### config.mk
export PLATFORM = sky130hd
export DESIGN_NAME = windowed_mean_median_pair_unit
export DESIGN_NICKNAME = d
export VERILOG_FILES = /design/src/sv/wmmp_pkg.sv /design/src/sv/wmmp_chan.sv /design/src/sv/wmmp_div.sv /design/src/sv/windowed_mean_median_pair_unit.sv
export SDC_FILE = /design/constraint.sdc
export NUM_CORES = 2
export LEC_CHECK = 0
export ABC_AREA = 1
export BUFFER_PORTS_ARGS = -buffer_cell sky130_fd_sc_hd__buf_4
export CAP_MARGIN = 10
export CELL_PAD_IN_SITES_DETAIL_PLACEMENT = 1
export CELL_PAD_IN_SITES_GLOBAL_PLACEMENT = 2
export CORE_MARGIN = 4
export CORE_UTILIZATION = 35
export DETAILED_ROUTE_END_ITERATION = 16
export HOLD_SLACK_MARGIN = 0.03
export PLACE_DENSITY = 0.72
export SYNTH_ARGS = -nofsm -noshare
export SYNTH_HDL_FRONTEND = slang
export SYNTH_HIERARCHICAL = 1
export SYNTH_SLANG_ARGS = --single-unit
### constraint.sdc
create_clock -name clk -period 12.55 [get_ports clk]
set_clock_uncertainty 0.1 [all_clocks]
set_input_delay 3.1375 -clock clk [delete_from_list [all_inputs] [get_ports clk]]
set_output_delay 3.1375 -clock clk [all_outputs]
set_load 0.1 [all_outputs]
### src/sv/wmmp_pkg.sv
// Shared constants, types and codes for the windowed mean and median unit.
// Used by wmmp_chan, wmmp_div and the top level; depends on nothing.
package wmmp_pkg;

	// Window geometry and sample format
	localparam int MAX_WINDOW = 16;
	localparam int SAMPLE_W   = 32;
	localparam int IDX_W      = $clog2(MAX_WINDOW);
	localparam int CNT_W      = $clog2(MAX_WINDOW + 1);
	localparam int LEN_W      = 5;
	localparam int SUM_W      = SAMPLE_W + IDX_W;
	localparam int DIV_CNT_W  = $clog2(SUM_W);

	// Item kinds carried in the input tuser
	localparam logic FUNC_PUSH  = 1'b0;
	localparam logic FUNC_CLEAR = 1'b1;

	// Reset value of the window length register
	localparam logic [LEN_W-1:0] LEN_RESET = LEN_W'(16);

	typedef logic signed [SAMPLE_W-1:0] sample_t;
	typedef logic signed [SUM_W-1:0]    sum_t;
	typedef logic [CNT_W-1:0]           cnt_t;
	typedef logic [IDX_W-1:0]           idx_t;

	// Sequencer controls for one channel datapath
	typedef struct packed {
		logic load;    // latch the candidate entry and clear its rank counts
		logic scan;    // compare one window entry against the candidate
		logic first;   // first candidate: clear / accumulate the window sum
		logic last_j;  // this scan beat reads the last held entry
	} chan_ctl_t;

endpackage

### src/sv/wmmp_chan.sv
// One channel datapath: ring window storage, rank counter for the median,
// and the window sum accumulator. Depends on wmmp_pkg.
module wmmp_chan (
	input  logic                clk,
	input  logic                arst_n,
	input  logic                wr_en,
	input  wmmp_pkg::idx_t      wr_addr,
	input  wmmp_pkg::sample_t   wr_data,
	input  wmmp_pkg::idx_t      rd_addr,
	input  wmmp_pkg::chan_ctl_t ctl,
	input  wmmp_pkg::cnt_t      mid,
	input  logic                even,
	output wmmp_pkg::sum_t      sum,
	output wmmp_pkg::sample_t   median
);

	wmmp_pkg::sample_t win_q [wmmp_pkg::MAX_WINDOW];
	wmmp_pkg::sample_t rd_data;
	wmmp_pkg::sample_t cand_q;
	wmmp_pkg::sample_t lo_q;
	wmmp_pkg::sample_t hi_q;
	wmmp_pkg::sample_t avg_x;
	wmmp_pkg::sum_t    sum_q;
	wmmp_pkg::cnt_t    less_q;
	wmmp_pkg::cnt_t    le_q;
	wmmp_pkg::cnt_t    less_n;
	wmmp_pkg::cnt_t    le_n;
	wmmp_pkg::cnt_t    mid_p1;
	logic              lt;
	logic              eq;

	// Window storage, one write and one read address per cycle
	always_ff @(posedge clk) begin
		if (wr_en) begin
			win_q[wr_addr] <= wr_data;
		end
	end

	assign rd_data = win_q[rd_addr];

	// Shared comparator: entry against candidate
	assign lt     = rd_data < cand_q;
	assign eq     = rd_data == cand_q;
	assign less_n = less_q + wmmp_pkg::CNT_W'(lt);
	assign le_n   = le_q + wmmp_pkg::CNT_W'(lt | eq);
	assign mid_p1 = wmmp_pkg::CNT_W'(mid + 1'b1);

	// Candidate, rank counts and sum
	always_ff @(posedge clk or negedge arst_n) begin
		if (!arst_n) begin
			less_q <= '0;
			le_q   <= '0;
		end else if (ctl.load) begin
			less_q <= '0;
			le_q   <= '0;
		end else if (ctl.scan) begin
			less_q <= less_n;
			le_q   <= le_n;
		end
	end

	always_ff @(posedge clk) begin
		if (ctl.load) begin
			cand_q <= rd_data;
			if (ctl.first) begin
				sum_q <= '0;
			end
		end
		if (ctl.scan) begin
			if (ctl.first) begin
				sum_q <= sum_q + {{wmmp_pkg::IDX_W{rd_data[wmmp_pkg::SAMPLE_W-1]}}, rd_data};
			end
			// Candidate owns sorted positions [less, le-1]
			if (ctl.last_j) begin
				if (less_n <= mid && mid < le_n) begin
					lo_q <= cand_q;
				end
				if (less_n <= mid_p1 && mid_p1 < le_n) begin
					hi_q <= cand_q;
				end
			end
		end
	end

	// Floor average of the two middle entries without overflow
	assign avg_x  = lo_q ^ hi_q;
	assign median = even ? (lo_q & hi_q) + (avg_x >>> 1) : lo_q;
	assign sum    = sum_q;

endmodule

### src/sv/wmmp_div.sv
// Restoring serial divider, one quotient bit per cycle, sum over count,
// truncated toward zero. Depends on wmmp_pkg.
module wmmp_div (
	input  logic              clk,
	input  logic              arst_n,
	input  logic              start,
	input  wmmp_pkg::sum_t    dividend,
	input  wmmp_pkg::cnt_t    divisor,
	output logic              done,
	output wmmp_pkg::sample_t quotient
);

	logic [wmmp_pkg::SUM_W-1:0]     quo_q;
	logic [wmmp_pkg::SUM_W-1:0]     quo_signed;
	logic [wmmp_pkg::CNT_W-1:0]     rem_q;
	logic [wmmp_pkg::CNT_W-1:0]     div_q;
	logic [wmmp_pkg::CNT_W:0]       trial;
	logic [wmmp_pkg::CNT_W:0]       trial_sub;
	logic [wmmp_pkg::DIV_CNT_W-1:0] cnt_q;
	logic                           busy_q;
	logic                           done_q;
	logic                           neg_q;
	logic                           ge;

	// One restoring step
	assign trial     = {rem_q, quo_q[wmmp_pkg::SUM_W-1]};
	assign ge        = trial >= {1'b0, div_q};
	assign trial_sub = trial - {1'b0, div_q};

	always_ff @(posedge clk or negedge arst_n) begin
		if (!arst_n) begin
			busy_q <= 1'b0;
			done_q <= 1'b0;
			cnt_q  <= '0;
		end else begin
			done_q <= 1'b0;
			if (start) begin
				busy_q <= 1'b1;
				cnt_q  <= '0;
			end else if (busy_q) begin
				cnt_q <= cnt_q + 1'b1;
				if (cnt_q == wmmp_pkg::DIV_CNT_W'(wmmp_pkg::SUM_W - 1)) begin
					busy_q <= 1'b0;
					done_q <= 1'b1;
				end
			end
		end
	end

	always_ff @(posedge clk) begin
		if (start) begin
			neg_q <= dividend[wmmp_pkg::SUM_W-1];
			quo_q <= dividend[wmmp_pkg::SUM_W-1] ? ~dividend + 1'b1 : dividend;
			rem_q <= '0;
			div_q <= divisor;
		end else if (busy_q) begin
			rem_q <= ge ? trial_sub[wmmp_pkg::CNT_W-1:0] : trial[wmmp_pkg::CNT_W-1:0];
			quo_q <= {quo_q[wmmp_pkg::SUM_W-2:0], ge};
		end
	end

	// Restore the sign; the mean always fits the sample width
	assign quo_signed = neg_q ? ~quo_q + 1'b1 : quo_q;
	assign quotient   = quo_signed[wmmp_pkg::SAMPLE_W-1:0];
	assign done       = done_q;

`ifndef NO_ASSERTIONS
	a_start_idle: assert property (@(posedge clk) disable iff (!arst_n)
		start |-> !busy_q)
		else $error("divider started while busy");
`endif

endmodule

### src/sv/windowed_mean_median_pair_unit.sv
// Top level: stream ports, window pointer and count, sequencer, result register.
// Instantiates wmmp_chan (pitch, roll) and wmmp_div; depends on wmmp_pkg.
//
//  port group  dir  payload (low bit up)
//  s_axis      in   tdata: pitch_sample, roll_sample; tuser: func
//  m_axis      out  tdata: mean_pitch, mean_roll, median_pitch, median_roll,
//                   sample_count, pad; tuser: stats_valid
//  cfg         in   data: window_length
//
// An item with n held samples steps through LOAD and SCAN once per candidate, then
// DIVP, DIVR and FIN: the rank scan re-reads the window once per candidate through
// one comparator, and one serial divider forms both means in turn.
// An item that leaves the windows empty goes from LOAD straight to FIN.
// Reset empties the windows and sets the length to 16; no clearing pass.
// Input is taken again while a result waits in the output register.
module windowed_mean_median_pair_unit (
	input  logic         clk,
	input  logic         arst_n,
	input  logic         s_axis_tvalid,
	output logic         s_axis_tready,
	input  logic [63:0]  s_axis_tdata,   // pitch_sample[31:0], roll_sample[63:32]
	input  logic [0:0]   s_axis_tuser,   // func[0]
	output logic         m_axis_tvalid,
	input  logic         m_axis_tready,
	output logic [135:0] m_axis_tdata,   // mean_pitch, mean_roll, median_pitch,
	                                     // median_roll, sample_count[132:128]
	output logic [0:0]   m_axis_tuser,   // stats_valid[0]
	input  logic         cfg_valid,
	output logic         cfg_ready,
	input  logic [4:0]   cfg_data        // window_length
);

	typedef enum logic [5:0] {
		ST_IDLE = 6'b000001,
		ST_LOAD = 6'b000010,
		ST_SCAN = 6'b000100,
		ST_DIVP = 6'b001000,
		ST_DIVR = 6'b010000,
		ST_FIN  = 6'b100000
	} state_t;

	state_t                        state_q;
	logic [wmmp_pkg::LEN_W-1:0]    len_q;
	wmmp_pkg::idx_t                wp_q;
	wmmp_pkg::cnt_t                held_q;
	wmmp_pkg::idx_t                cand_q;
	wmmp_pkg::idx_t                j_q;
	wmmp_pkg::sample_t             mean_p_q;
	wmmp_pkg::sample_t             mean_r_q;
	logic                          out_valid_q;
	logic [135:0]                  out_data_q;
	logic                          out_user_q;
	logic                          div_go_q;

	wmmp_pkg::cnt_t                eff_len;
	wmmp_pkg::idx_t                wp_use;
	wmmp_pkg::cnt_t                wp_inc;
	wmmp_pkg::cnt_t                held_m1;
	wmmp_pkg::cnt_t                mid;
	logic                          even;
	logic                          in_acc;
	logic                          push;
	logic                          last_j;
	logic                          last_cand;
	logic                          out_free;
	wmmp_pkg::idx_t                rd_addr;
	wmmp_pkg::chan_ctl_t           ctl;
	wmmp_pkg::sum_t                sum_p;
	wmmp_pkg::sum_t                sum_r;
	wmmp_pkg::sample_t             med_p;
	wmmp_pkg::sample_t             med_r;
	logic                          div_start;
	logic                          div_done;
	wmmp_pkg::sum_t                div_in;
	wmmp_pkg::sample_t             div_q;

	// Handshakes
	assign s_axis_tready = state_q == ST_IDLE;
	assign cfg_ready     = 1'b1;
	assign in_acc        = s_axis_tvalid && s_axis_tready;
	assign push          = in_acc && s_axis_tuser[0] == wmmp_pkg::FUNC_PUSH;
	assign out_free      = !out_valid_q || m_axis_tready;

	// Effective length: zero acts as one, above the maximum clamps
	always_comb begin
		if (len_q == '0) begin
			eff_len = wmmp_pkg::CNT_W'(1);
		end else if (32'(len_q) > wmmp_pkg::MAX_WINDOW) begin
			eff_len = wmmp_pkg::CNT_W'(wmmp_pkg::MAX_WINDOW);
		end else begin
			eff_len = wmmp_pkg::CNT_W'(len_q);
		end
	end

	// Ring pointer
	assign wp_use = ({1'b0, wp_q} >= eff_len) ? '0 : wp_q;
	assign wp_inc = wmmp_pkg::CNT_W'({1'b0, wp_use} + 1'b1);

	// Rank and count bookkeeping
	assign held_m1   = held_q - 1'b1;
	assign mid       = held_m1 >> 1;
	assign even      = !held_q[0];
	assign last_j    = {1'b0, j_q} == held_m1;
	assign last_cand = {1'b0, cand_q} == held_m1;

	// Channel controls
	assign rd_addr    = (state_q == ST_LOAD) ? cand_q : j_q;
	assign ctl.load   = state_q == ST_LOAD;
	assign ctl.scan   = state_q == ST_SCAN;
	assign ctl.first  = cand_q == '0;
	assign ctl.last_j = last_j;

	// Divider: pitch sum in the first divide cycle, roll sum after pitch is done
	assign div_start = div_go_q || (state_q == ST_DIVP && div_done);
	assign div_in    = div_go_q ? sum_p : sum_r;

	// Pitch divide starts in the cycle after the last scan beat, once the sum is complete
	always_ff @(posedge clk or negedge arst_n) begin
		if (!arst_n) begin
			div_go_q <= 1'b0;
		end else begin
			div_go_q <= state_q == ST_SCAN && last_j && last_cand;
		end
	end

	wmmp_chan u_pitch (
		.clk     (clk),
		.arst_n  (arst_n),
		.wr_en   (push),
		.wr_addr (wp_use),
		.wr_data (s_axis_tdata[31:0]),
		.rd_addr (rd_addr),
		.ctl     (ctl),
		.mid     (mid),
		.even    (even),
		.sum     (sum_p),
		.median  (med_p)
	);

	wmmp_chan u_roll (
		.clk     (clk),
		.arst_n  (arst_n),
		.wr_en   (push),
		.wr_addr (wp_use),
		.wr_data (s_axis_tdata[63:32]),
		.rd_addr (rd_addr),
		.ctl     (ctl),
		.mid     (mid),
		.even    (even),
		.sum     (sum_r),
		.median  (med_r)
	);

	wmmp_div u_div (
		.clk      (clk),
		.arst_n   (arst_n),
		.start    (div_start),
		.dividend (div_in),
		.divisor  (held_q),
		.done     (div_done),
		.quotient (div_q)
	);

	// Window length, pointer and held count
	always_ff @(posedge clk or negedge arst_n) begin
		if (!arst_n) begin
			len_q  <= wmmp_pkg::LEN_RESET;
			wp_q   <= '0;
			held_q <= '0;
		end else if (cfg_valid && cfg_ready) begin
			len_q  <= cfg_data;
			wp_q   <= '0;
			held_q <= '0;
		end else if (in_acc) begin
			if (push) begin
				wp_q <= (wp_inc >= eff_len) ? '0 : wp_inc[wmmp_pkg::IDX_W-1:0];
				if (held_q < eff_len) begin
					held_q <= held_q + 1'b1;
				end
			end else begin
				wp_q   <= '0;
				held_q <= '0;
			end
		end
	end

	// Sequencer
	always_ff @(posedge clk or negedge arst_n) begin
		if (!arst_n) begin
			state_q <= ST_IDLE;
			cand_q  <= '0;
			j_q     <= '0;
		end else begin
			case (state_q)
				ST_IDLE: begin
					if (in_acc) begin
						cand_q  <= '0;
						state_q <= ST_LOAD;
					end
				end
				ST_LOAD: begin
					j_q     <= '0;
					state_q <= (held_q == '0) ? ST_FIN : ST_SCAN;
				end
				ST_SCAN: begin
					j_q <= j_q + 1'b1;
					if (last_j) begin
						if (last_cand) begin
							state_q <= ST_DIVP;
						end else begin
							cand_q  <= cand_q + 1'b1;
							state_q <= ST_LOAD;
						end
					end
				end
				ST_DIVP: begin
					if (div_done) begin
						state_q <= ST_DIVR;
					end
				end
				ST_DIVR: begin
					if (div_done) begin
						state_q <= ST_FIN;
					end
				end
				ST_FIN: begin
					if (out_free) begin
						state_q <= ST_IDLE;
					end
				end
				default: begin
					state_q <= ST_IDLE;
				end
			endcase
		end
	end

	// Mean capture
	always_ff @(posedge clk) begin
		if (state_q == ST_DIVP && div_done) begin
			mean_p_q <= div_q;
		end
		if (state_q == ST_DIVR && div_done) begin
			mean_r_q <= div_q;
		end
	end

	// Output register
	always_ff @(posedge clk or negedge arst_n) begin
		if (!arst_n) begin
			out_valid_q <= 1'b0;
		end else if (state_q == ST_FIN && out_free) begin
			out_valid_q <= 1'b1;
		end else if (m_axis_tready) begin
			out_valid_q <= 1'b0;
		end
	end

	always_ff @(posedge clk) begin
		if (state_q == ST_FIN && out_free) begin
			if (held_q == '0) begin
				out_data_q <= '0;
				out_user_q <= 1'b0;
			end else begin
				out_data_q <= {3'b000, held_q, med_r, med_p, mean_r_q, mean_p_q};
				out_user_q <= 1'b1;
			end
		end
	end

	assign m_axis_tvalid   = out_valid_q;
	assign m_axis_tdata    = out_data_q;
	assign m_axis_tuser[0] = out_user_q;

`ifndef NO_ASSERTIONS
	a_state_onehot: assert property (@(posedge clk) disable iff (!arst_n)
		$onehot(state_q))
		else $error("sequencer state not one-hot");

	a_held_bound: assert property (@(posedge clk) disable iff (!arst_n)
		held_q <= eff_len)
		else $error("held count above window length");

	a_wp_bound: assert property (@(posedge clk) disable iff (!arst_n)
		(state_q == ST_LOAD) |-> ({1'b0, wp_q} < eff_len))
		else $error("write pointer outside window");

	a_div_done_state: assert property (@(posedge clk) disable iff (!arst_n)
		div_done |-> (state_q == ST_DIVP || state_q == ST_DIVR))
		else $error("divider finished outside a divide step");

	a_valid_count: assert property (@(posedge clk) disable iff (!arst_n)
		m_axis_tvalid |-> ((m_axis_tdata[132:128] != '0) == m_axis_tuser[0]))
		else $error("stats_valid disagrees with sample count");
`endif

endmodule
== After elaboration in Yosys (flattened, before gate mapping) ==
Memories as Yosys holds them, arrays and structs flattened.
Index checks and enable logic that the tools add are counted.

* Register bits: 570
* RAM bits: 1,024
* Input bits: 75
* Output and inout bits: 140
* Logic and storage cells: 185
* Memories: 2

* $add $sub $neg: 18
* $lt $le $gt $ge: 15
* Equal/unequal tests: 18
* Multiplexer cells: 62
* Bitwise logic cells: 9
* Reductions and logical operators: 29

{| class="wikitable"
|+ Memory list
! memory !! words !! width !! read ports !! clocked after memory_dff !! write ports !! RTL line !! source
|-
| u_pitch.win_q || 16 || 32 || 1 || 0 || 1 || wmmp_chan.sv:17 || <nowiki>wmmp_pkg::sample_t win_q [wmmp_pkg::MAX_WINDOW];</nowiki>
|-
| u_roll.win_q || 16 || 32 || 1 || 0 || 1 || wmmp_chan.sv:17 ||
|}

{| class="wikitable"
|+ Operators by type and width
! kind !! number
|-
| 36-bit two-way mux || 12
|-
| 32-bit two-way mux || 3
|-
| 5-bit two-way mux || 15
|-
| 36-bit adder || 2
|-
| 32-bit by 31-bit adder with 32-bit output || 2
|-
| 32-bit AND || 2
|-
| 32-bit == test || 2
|-
| 32-bit less-than comparator || 2
|-
| 32-bit bitwise XOR || 2
|-
| 6-bit two-way mux || 8
|-
| 4-bit two-way mux || 10
|-
| 36-bit by 1-bit adder with 36-bit output, second input constant || 1
|-
| 36-bit NOT || 1
|-
| 6-bit one-hot mux with 6 select lines || 1
|-
| 32-bit by 1-bit adder with 32-bit output, second input constant || 1
|-
| 32-bit NOT || 1
|-
| 4-bit one-hot mux with 2 select lines || 2
|-
| 5-bit less-than comparator || 3
|-
| 6-bit == test, second input constant || 2
|-
| 3-bit AND reduction || 4
|-
| 1-bit logical AND || 11
|-
| 1-bit two-way mux || 11
|-
| 4-bit by 1-bit adder with 5-bit output, second input constant || 2
|-
| 5-bit by 1-bit adder with 5-bit output || 2
|-
| other kinds (32) || 49
|}

== Longest topological paths before layout ==
* Word-level depth: 11
* Depth in mapped cells: 37
* Gate-level depth less buffers: 33

== By module ==
The synthesis kept the hierarchy.

{| class="wikitable"
|+ Modules (own cells, without submodules)
! module !! instances !! cells each !! area an instance (sq um)
|-
| wmmp_chan at u_pitch || 1 || 2,865 || 30,822.1
|-
| wmmp_chan at u_roll || 1 || 2,862 || 30,789.5
|-
| windowed_mean_median_pair_unit || 1 || 934 || 9,867.0
|-
| wmmp_div || 1 || 633 || 4,443.0
|}

== Worst setup path after synthesis ==
OpenSTA, ideal clock, no wires.

* Path type: in2reg
* Start point: input m_axis_tready
* End point: register out_data_q[0] (netlist: m_axis_tdata[0]) (enable)
* Setup time: 0.629 ns
* Data arrival time: 8.744 ns
* Required time: 11.821 ns
* Setup slack: 3.077 ns
* Stages: 2
* Path buffers: 0
* Cells stage by stage: nor2_1 -> nor2_1

* Word-level cells in the longest chain between the ends: 2

{| class="wikitable"
|+ RTL lines
! item !! RTL line !! source
|-
| start, declared || windowed_mean_median_pair_unit.sv:24 || <nowiki>input logic m_axis_tready,</nowiki>
|-
| 1-bit logical OR || windowed_mean_median_pair_unit.sv:82 || <nowiki>assign out_free = !out_valid_q || m_axis_tready;</nowiki>
|-
| 1-bit logical AND || windowed_mean_median_pair_unit.sv:260 || <nowiki>if (state_q == ST_FIN && out_free) begin</nowiki>
|-
| end signal, assigned || windowed_mean_median_pair_unit.sv:265 || <nowiki>out_data_q <= {3'b000, held_q, med_r, med_p, mean_r_q, mean_p_q};</nowiki>
|-
| end, declared || windowed_mean_median_pair_unit.sv:51 || <nowiki>logic [135:0] out_data_q;</nowiki>
|}

No other way between the ends.
A chain may end at the register's enable or synchronous reset.

== Worst setup path in the final report ==
* Start point: register state_q[5]
* End point: register u_roll.hi_q[8] (enable)

* Word-level cells in the longest chain between the ends: 9
* Elaborated cells between the ends (all ways): 13
* Classes of those cells: add/sub: 2; order compare: 3; eq/ne: 3; mux: 1; bitwise: 1; reduce/logical: 2; memory: 1

{| class="wikitable"
|+ RTL lines
! item !! RTL line !! source
|-
| start, declared || windowed_mean_median_pair_unit.sv:42 || <nowiki>state_t state_q;</nowiki>
|-
| start signal, assigned || windowed_mean_median_pair_unit.sv:203 || <nowiki>state_q <= (held_q == '0) ? ST_FIN : ST_SCAN;</nowiki>
|-
| 6-bit by 2-bit == test with 1-bit output * || windowed_mean_median_pair_unit.sv:107 || <nowiki>assign rd_addr = (state_q == ST_LOAD) ? cand_q : j_q;</nowiki>
|-
| 4-bit two-way mux * || windowed_mean_median_pair_unit.sv:107 ||
|-
| via rd_addr[0] || windowed_mean_median_pair_unit.sv:66 || <nowiki>wmmp_pkg::idx_t rd_addr;</nowiki>
|-
| memory 16 x 32 bit * || - ||
|-
| via u_roll.rd_data[28] || wmmp_chan.sv:18 || <nowiki>wmmp_pkg::sample_t rd_data;</nowiki>
|-
| 32-bit less-than comparator or 32-bit == test (tied branches) || wmmp_chan.sv:42, wmmp_chan.sv:43 ||
|-
| 1-bit OR || wmmp_chan.sv:45 || <nowiki>assign le_n = le_q + wmmp_pkg::CNT_W'(lt | eq);</nowiki>
|-
| 5-bit adder || wmmp_chan.sv:45 ||
|-
| 5-bit less-than comparator || wmmp_chan.sv:78 || <nowiki>if (less_n <= mid_p1 && mid_p1 < le_n) begin</nowiki>
|-
| 1-bit logical AND * || wmmp_chan.sv:78 ||
|-
| 3-bit AND reduction (no source line) * || - ||
|-
| end signal, assigned || wmmp_chan.sv:79 || <nowiki>hi_q <= cand_q;</nowiki>
|-
| end, declared || wmmp_chan.sv:21 || <nowiki>wmmp_pkg::sample_t hi_q;</nowiki>
|}

The timed path passes the listed nets; every way through them passes the cells marked *.

==> impl_metrics.py <==
metrics = {
    "setup_path": {
        "timing_worst_setup_path_type": "flip-flop to flip-flop",
        "crit_path_max_incr_delay_ps": 730,
        "worst-path-max-fanout": 76,
        "worstReg2RegEnd": "u_roll/hi_q[8]$_DFFE_PP_",
        "crit_path_top_delay_cell": "sky130_fd_sc_hd__buf_4",
        "timing.reg2reg.setup_slack_ps": 3850,
        "worstPathArrival_ps": 9050,
        "timing.critical_path.mode_cell": "sky130_fd_sc_hd__nand2_1",
        "r2r_start": "state_q[5]$_DFFE_PN0P_",
        "startpoint_type": "flip-flop",
        "r2r.worst_path.cells": 31,
        "cp_data_required_time_ps": 12900,
        "endpoint_kind": "flip-flop",
    },
    "finish": {
        "final-instance-count-excl-fill": 10500,
        "area.growth.synth_to_final_pct": 13.7,
        "post_route_cells_drive_above_1_share_pct": 9.03,
        "finish.net_count": 7876,
    },
    "worst_hold_path": {
        "sink_of_the_worst_hold_path": "u_pitch/lo_q[18]$_DFFE_PP_",
        "min_from": "u_pitch/cand_q[18]$_DFFE_PP_",
        "hold_path_class": "flip-flop to flip-flop",
        "worstHoldPathCells": 0,
    },
    "routing": {
        "post_drt_wl_per_cell_um": 23.1,
        "viasPerCell": 5.26,
        "route.detailed.drc": 0,
        "route.vias.total": 55100,
        "detail_route.first_pass.iterations": 5,
        "first_iter_violations": 3596,
        "wl_um": 241000,
        "number_of_routed_nets_with_antenna_violations": 0,
    },
    "synthesis": {
        "register_area_share_after_synthesis_pct": 61.5,
        "post-synth-top-area-fraction_pct": 57.6,
        "synth-edff-count": 1456,
        "ys_seq_elements": 1591,
        "synthesis.instances": 7294,
        "async_set_or_reset_flop_fraction_in_the_synthesized_netlist_pct": 3.65,
        "area_of_the_mapped_netlist_sq_mm": 0.0759,
        "synthesis.area_per_instance_sq_um": 10.4,
        "synth.lib_cells_used.distinct": 65,
        "yosys_warnings": 6,
        "ys_dominant_reg_cell": "sky130_fd_sc_hd__edfxtp_1",
        "biggest_area_consumer_among_synthesized_cells": "sky130_fd_sc_hd__edfxtp_1",
        "yosys-top-cells-area": "sky130_fd_sc_hd__edfxtp_1 58%, sky130_fd_sc_hd__nand2_1 6.6%, sky130_fd_sc_hd__ha_1 5.3%",
    },
    "global_routing": {
        "grt.overflow.total": 0,
        "number_of_global_route_vias_before_repair": 56900,
        "grt_pass1_wl_um": 359000,
        "grt_antenna_before_repair": 17,
        "grt_util_all_layers_pct": 21.1,
        "grt_start_max_net_pins": 211,
    },
    "die": {
        "io_pins": 215,
        "initial_utilization_pct": 35.3,
        "floorplan.rows": 170,
        "chipWidth_um": 474,
        "fp.dieH_um": 474,
        "floorplan.core_area_sq_mm": 0.215,
        "die_area_sq_mm": 0.224,
    },
    "power": {
        "power.leakage_nw": 33.7,
        "ir_drop_v": 0.000110,
        "power.density_mw_per_mm2": 153,
    },
    "clock_network": {
        "clockRootBuffer": "sky130_fd_sc_hd__clkbuf_16",
        "clock_tree_from_tritoncts": "done",
        "cts-buffers-inserted": 174,
        "cts_resized": 0,
        "post_cts_buffers": 0,
        "cts.htree.levels": 4,
        "buffers_from_clock_root_to_sink_at_most": 3,
        "reg_clk_slew_reported_paths_ps": 60,
        "cts.sink_count": 1591,
        "cts_hold_repair_buffers": 0,
        "worst_skew_pair.late_latency_ps": 850,
    },
    "flow_run": {
        "max_cap_violations": 0,
    },
    "timing": {
        "setup_viol_count_final": 0,
        "totalNegativeSetupSlack_ps": 0,
        "headroom_to_the_max_slew_limit_pct": 15.5,
        "rsz0062_at_grt": "false",
        "report.final.hold_viol_count": 0,
        "finalMaxSlewViolations": 0,
        "fmaxAchievable_mhz": 115,
        "worstMarginPinSlew_ps": 1260,
        "finalCritPeriodShare_pct": 69.3,
        "timing.final.crit_period_ps": 8700,
    },
    "run_status": {
        "run_status": "finished, final reports clean",
    },
    "placement": {
        "dp_hpwl_um": 155000,
        "gpl.final_weighted_congestion": 0.850,
        "numPortBuffers": 210,
        "placedCellCount": 10100,
    },
}
critical path, delay by kind of cell, from the launching register on:
kind	cells	cell delay (ps)
fa+ha+maj	4	940
simple gates	13	2620
xor+xnor	1	170
compound gates	7	1500
buf+inv	6	2420
flops	1	420
metal layers:
layer | wire length (um) | GRT usage [%] | part of all wire [%]
met1 | 110000 | 28.8 | 46
met3 | 12700 | 3.60 | 5.2
met2 | 112000 | 34.7 | 47
met4 | 5780 | 5.66 | 2.4
met5 | 72 | 0 | 0.030
final cells by class:
class                      count  area, sq um
multi-input combinational   4771        25700
clock inverter               106          990
inverter                     647         2450
antenna                        4         10.0
tap                         2838         3550
timing repair buffer         291         2270
clock buffer                 213         4590
fill                       23700       129000
sequential                  1591        46700
cell families after synthesis:
| logic type | count (synthesis) | share of synthesized area, % |
|---|---|---|
| AND/OR/NAND/NOR | 2963 | 16.2 |
| flip-flops | 1591 | 61.5 |
| AO/OA/AOI/OAI | 1379 | 10.7 |
| buffers and inverters | 940 | 5.04 |
| adder cells (fa/ha/maj) | 325 | 5.41 |
| XOR/XNOR | 92 | 1.06 |
| other | 2 | 0.00989 |
| multiplexers | 2 | 0.0264 |
placed cells by master, fill, tap and decap left out, types with 23 or more instances in the layout:
| cell | n |
|---|---|
| sky130_fd_sc_hd__nand3_1 | 424 |
| sky130_fd_sc_hd__o221ai_1 | 198 |
| sky130_fd_sc_hd__inv_1 | 626 |
| sky130_fd_sc_hd__clkinv_1 | 44 |
| sky130_fd_sc_hd__nor2_4 | 46 |
| sky130_fd_sc_hd__xor2_1 | 56 |
| sky130_fd_sc_hd__dfrtp_1 | 56 |
| sky130_fd_sc_hd__nand4_1 | 44 |
| sky130_fd_sc_hd__o21bai_1 | 23 |
| sky130_fd_sc_hd__clkbuf_1 | 32 |
| sky130_fd_sc_hd__edfxtp_1 | 1456 |
| sky130_fd_sc_hd__ha_1 | 320 |
| sky130_fd_sc_hd__clkbuf_16 | 176 |
| sky130_fd_sc_hd__clkinv_2 | 27 |
| sky130_fd_sc_hd__o22ai_1 | 58 |
| sky130_fd_sc_hd__buf_4 | 284 |
| sky130_fd_sc_hd__o211ai_1 | 57 |
| sky130_fd_sc_hd__nor3_1 | 29 |
| sky130_fd_sc_hd__a21oi_1 | 239 |
| sky130_fd_sc_hd__xnor2_1 | 36 |
| sky130_fd_sc_hd__nor2_1 | 973 |
| sky130_fd_sc_hd__o21ai_0 | 695 |
| sky130_fd_sc_hd__o21ai_1 | 38 |
| sky130_fd_sc_hd__nand3b_1 | 27 |
| sky130_fd_sc_hd__dfxtp_1 | 77 |
| sky130_fd_sc_hd__nand2_1 | 1331 |
cells in the mapped netlist, types with 9 or more instances:
cell type                  count
sky130_fd_sc_hd__clkbuf_1    175
sky130_fd_sc_hd__ha_1        320
sky130_fd_sc_hd__inv_1       631
sky130_fd_sc_hd__nand3b_1     27
sky130_fd_sc_hd__nor3_1       31
sky130_fd_sc_hd__o211ai_1     57
sky130_fd_sc_hd__a21oi_1     239
sky130_fd_sc_hd__o21a_1       15
sky130_fd_sc_hd__edfxtp_1   1456
sky130_fd_sc_hd__nor4_1        9
sky130_fd_sc_hd__o221ai_1    198
sky130_fd_sc_hd__o22ai_1      58
sky130_fd_sc_hd__buf_1         9
sky130_fd_sc_hd__buf_6         9
sky130_fd_sc_hd__nand2_2      15
sky130_fd_sc_hd__nor2_4       12
sky130_fd_sc_hd__buf_4        31
sky130_fd_sc_hd__nand3_1     424
sky130_fd_sc_hd__buf_2        66
sky130_fd_sc_hd__xor2_1       56
sky130_fd_sc_hd__or2_2         9
sky130_fd_sc_hd__dfxtp_1      77
sky130_fd_sc_hd__nor2_1     1008
sky130_fd_sc_hd__o21ai_0     699
sky130_fd_sc_hd__o21ai_1      38
sky130_fd_sc_hd__or2_1         9
sky130_fd_sc_hd__nand4_1      44
sky130_fd_sc_hd__nor2_2       12
sky130_fd_sc_hd__inv_2        12
sky130_fd_sc_hd__nand2_1    1332
sky130_fd_sc_hd__o21bai_1     23
sky130_fd_sc_hd__xnor2_1      36
sky130_fd_sc_hd__nand3_2      13
sky130_fd_sc_hd__dfrtp_1      56
sky130_fd_sc_hd__a21o_1       12
per-stage QoR:
stage               hold slack [ps]  cell area [sq um]  setup slack (ps)  power (mW)  utilization (%)
finish                          377              86300              3850        13.2             40.1
floorplan                       321              76000              3080        7.61                -
global placement                356              80700              4130        8.30             37.5
detailed placement              351              80700              3880        8.35             37.5
global route                    400              86300              3220        13.8             40.1
CTS                             382              86300              3850        13.4             40.1
worst max path at each step:
stage | to | slack (ps) | cells after the start | startpoint
finish | u_roll/hi_q[8]$_DFFE_PP_ | 3850 | 31 | state_q[5]$_DFFE_PN0P_
global route | u_roll/lo_q[1]$_DFFE_PP_ | 3220 | 30 | state_q[5]$_DFFE_PN0P_
CTS | u_roll/hi_q[1]$_DFFE_PP_ | 3850 | 31 | state_q[5]$_DFFE_PN0P_
detailed placement | u_roll/hi_q[0]$_DFFE_PP_ | 3880 | 31 | state_q[5]$_DFFE_PN0P_
global placement | u_roll/hi_q[0]$_DFFE_PP_ | 4130 | 33 | state_q[5]$_DFFE_PN0P_
floorplan | m_axis_tdata[0]$_SDFFCE_PP0P_ | 3080 | 2 | m_axis_tready
flip-flops by register name, summed over array words and instances, names as in the netlist, 6 cells and up:
register and cells:
m_axis_tdata 133, mean_p_q 32, u_pitch/sum 36, u_roll/win_q 512, u_pitch/win_q 512, u_roll/hi_q 32
u_pitch/cand_q 32, u_roll/sum 36, u_pitch/lo_q 32, u_pitch/hi_q 32, u_roll/lo_q 32, state_q 6
u_roll/cand_q 32, mean_r_q 32, u_div/quo_q 36, u_div/cnt_q 6
power by group:
part | switching, mW | leakage [nW] | total, mW | internal [mW]
combinational | 1.59 | 16.4 | 2.12 | 0.526
clock | 2.16 | 2.70 | 5.01 | 2.84
sequential | 0.121 | 14.6 | 6.12 | 5.99
No activity file was read; power rests on OpenSTA's default activity.
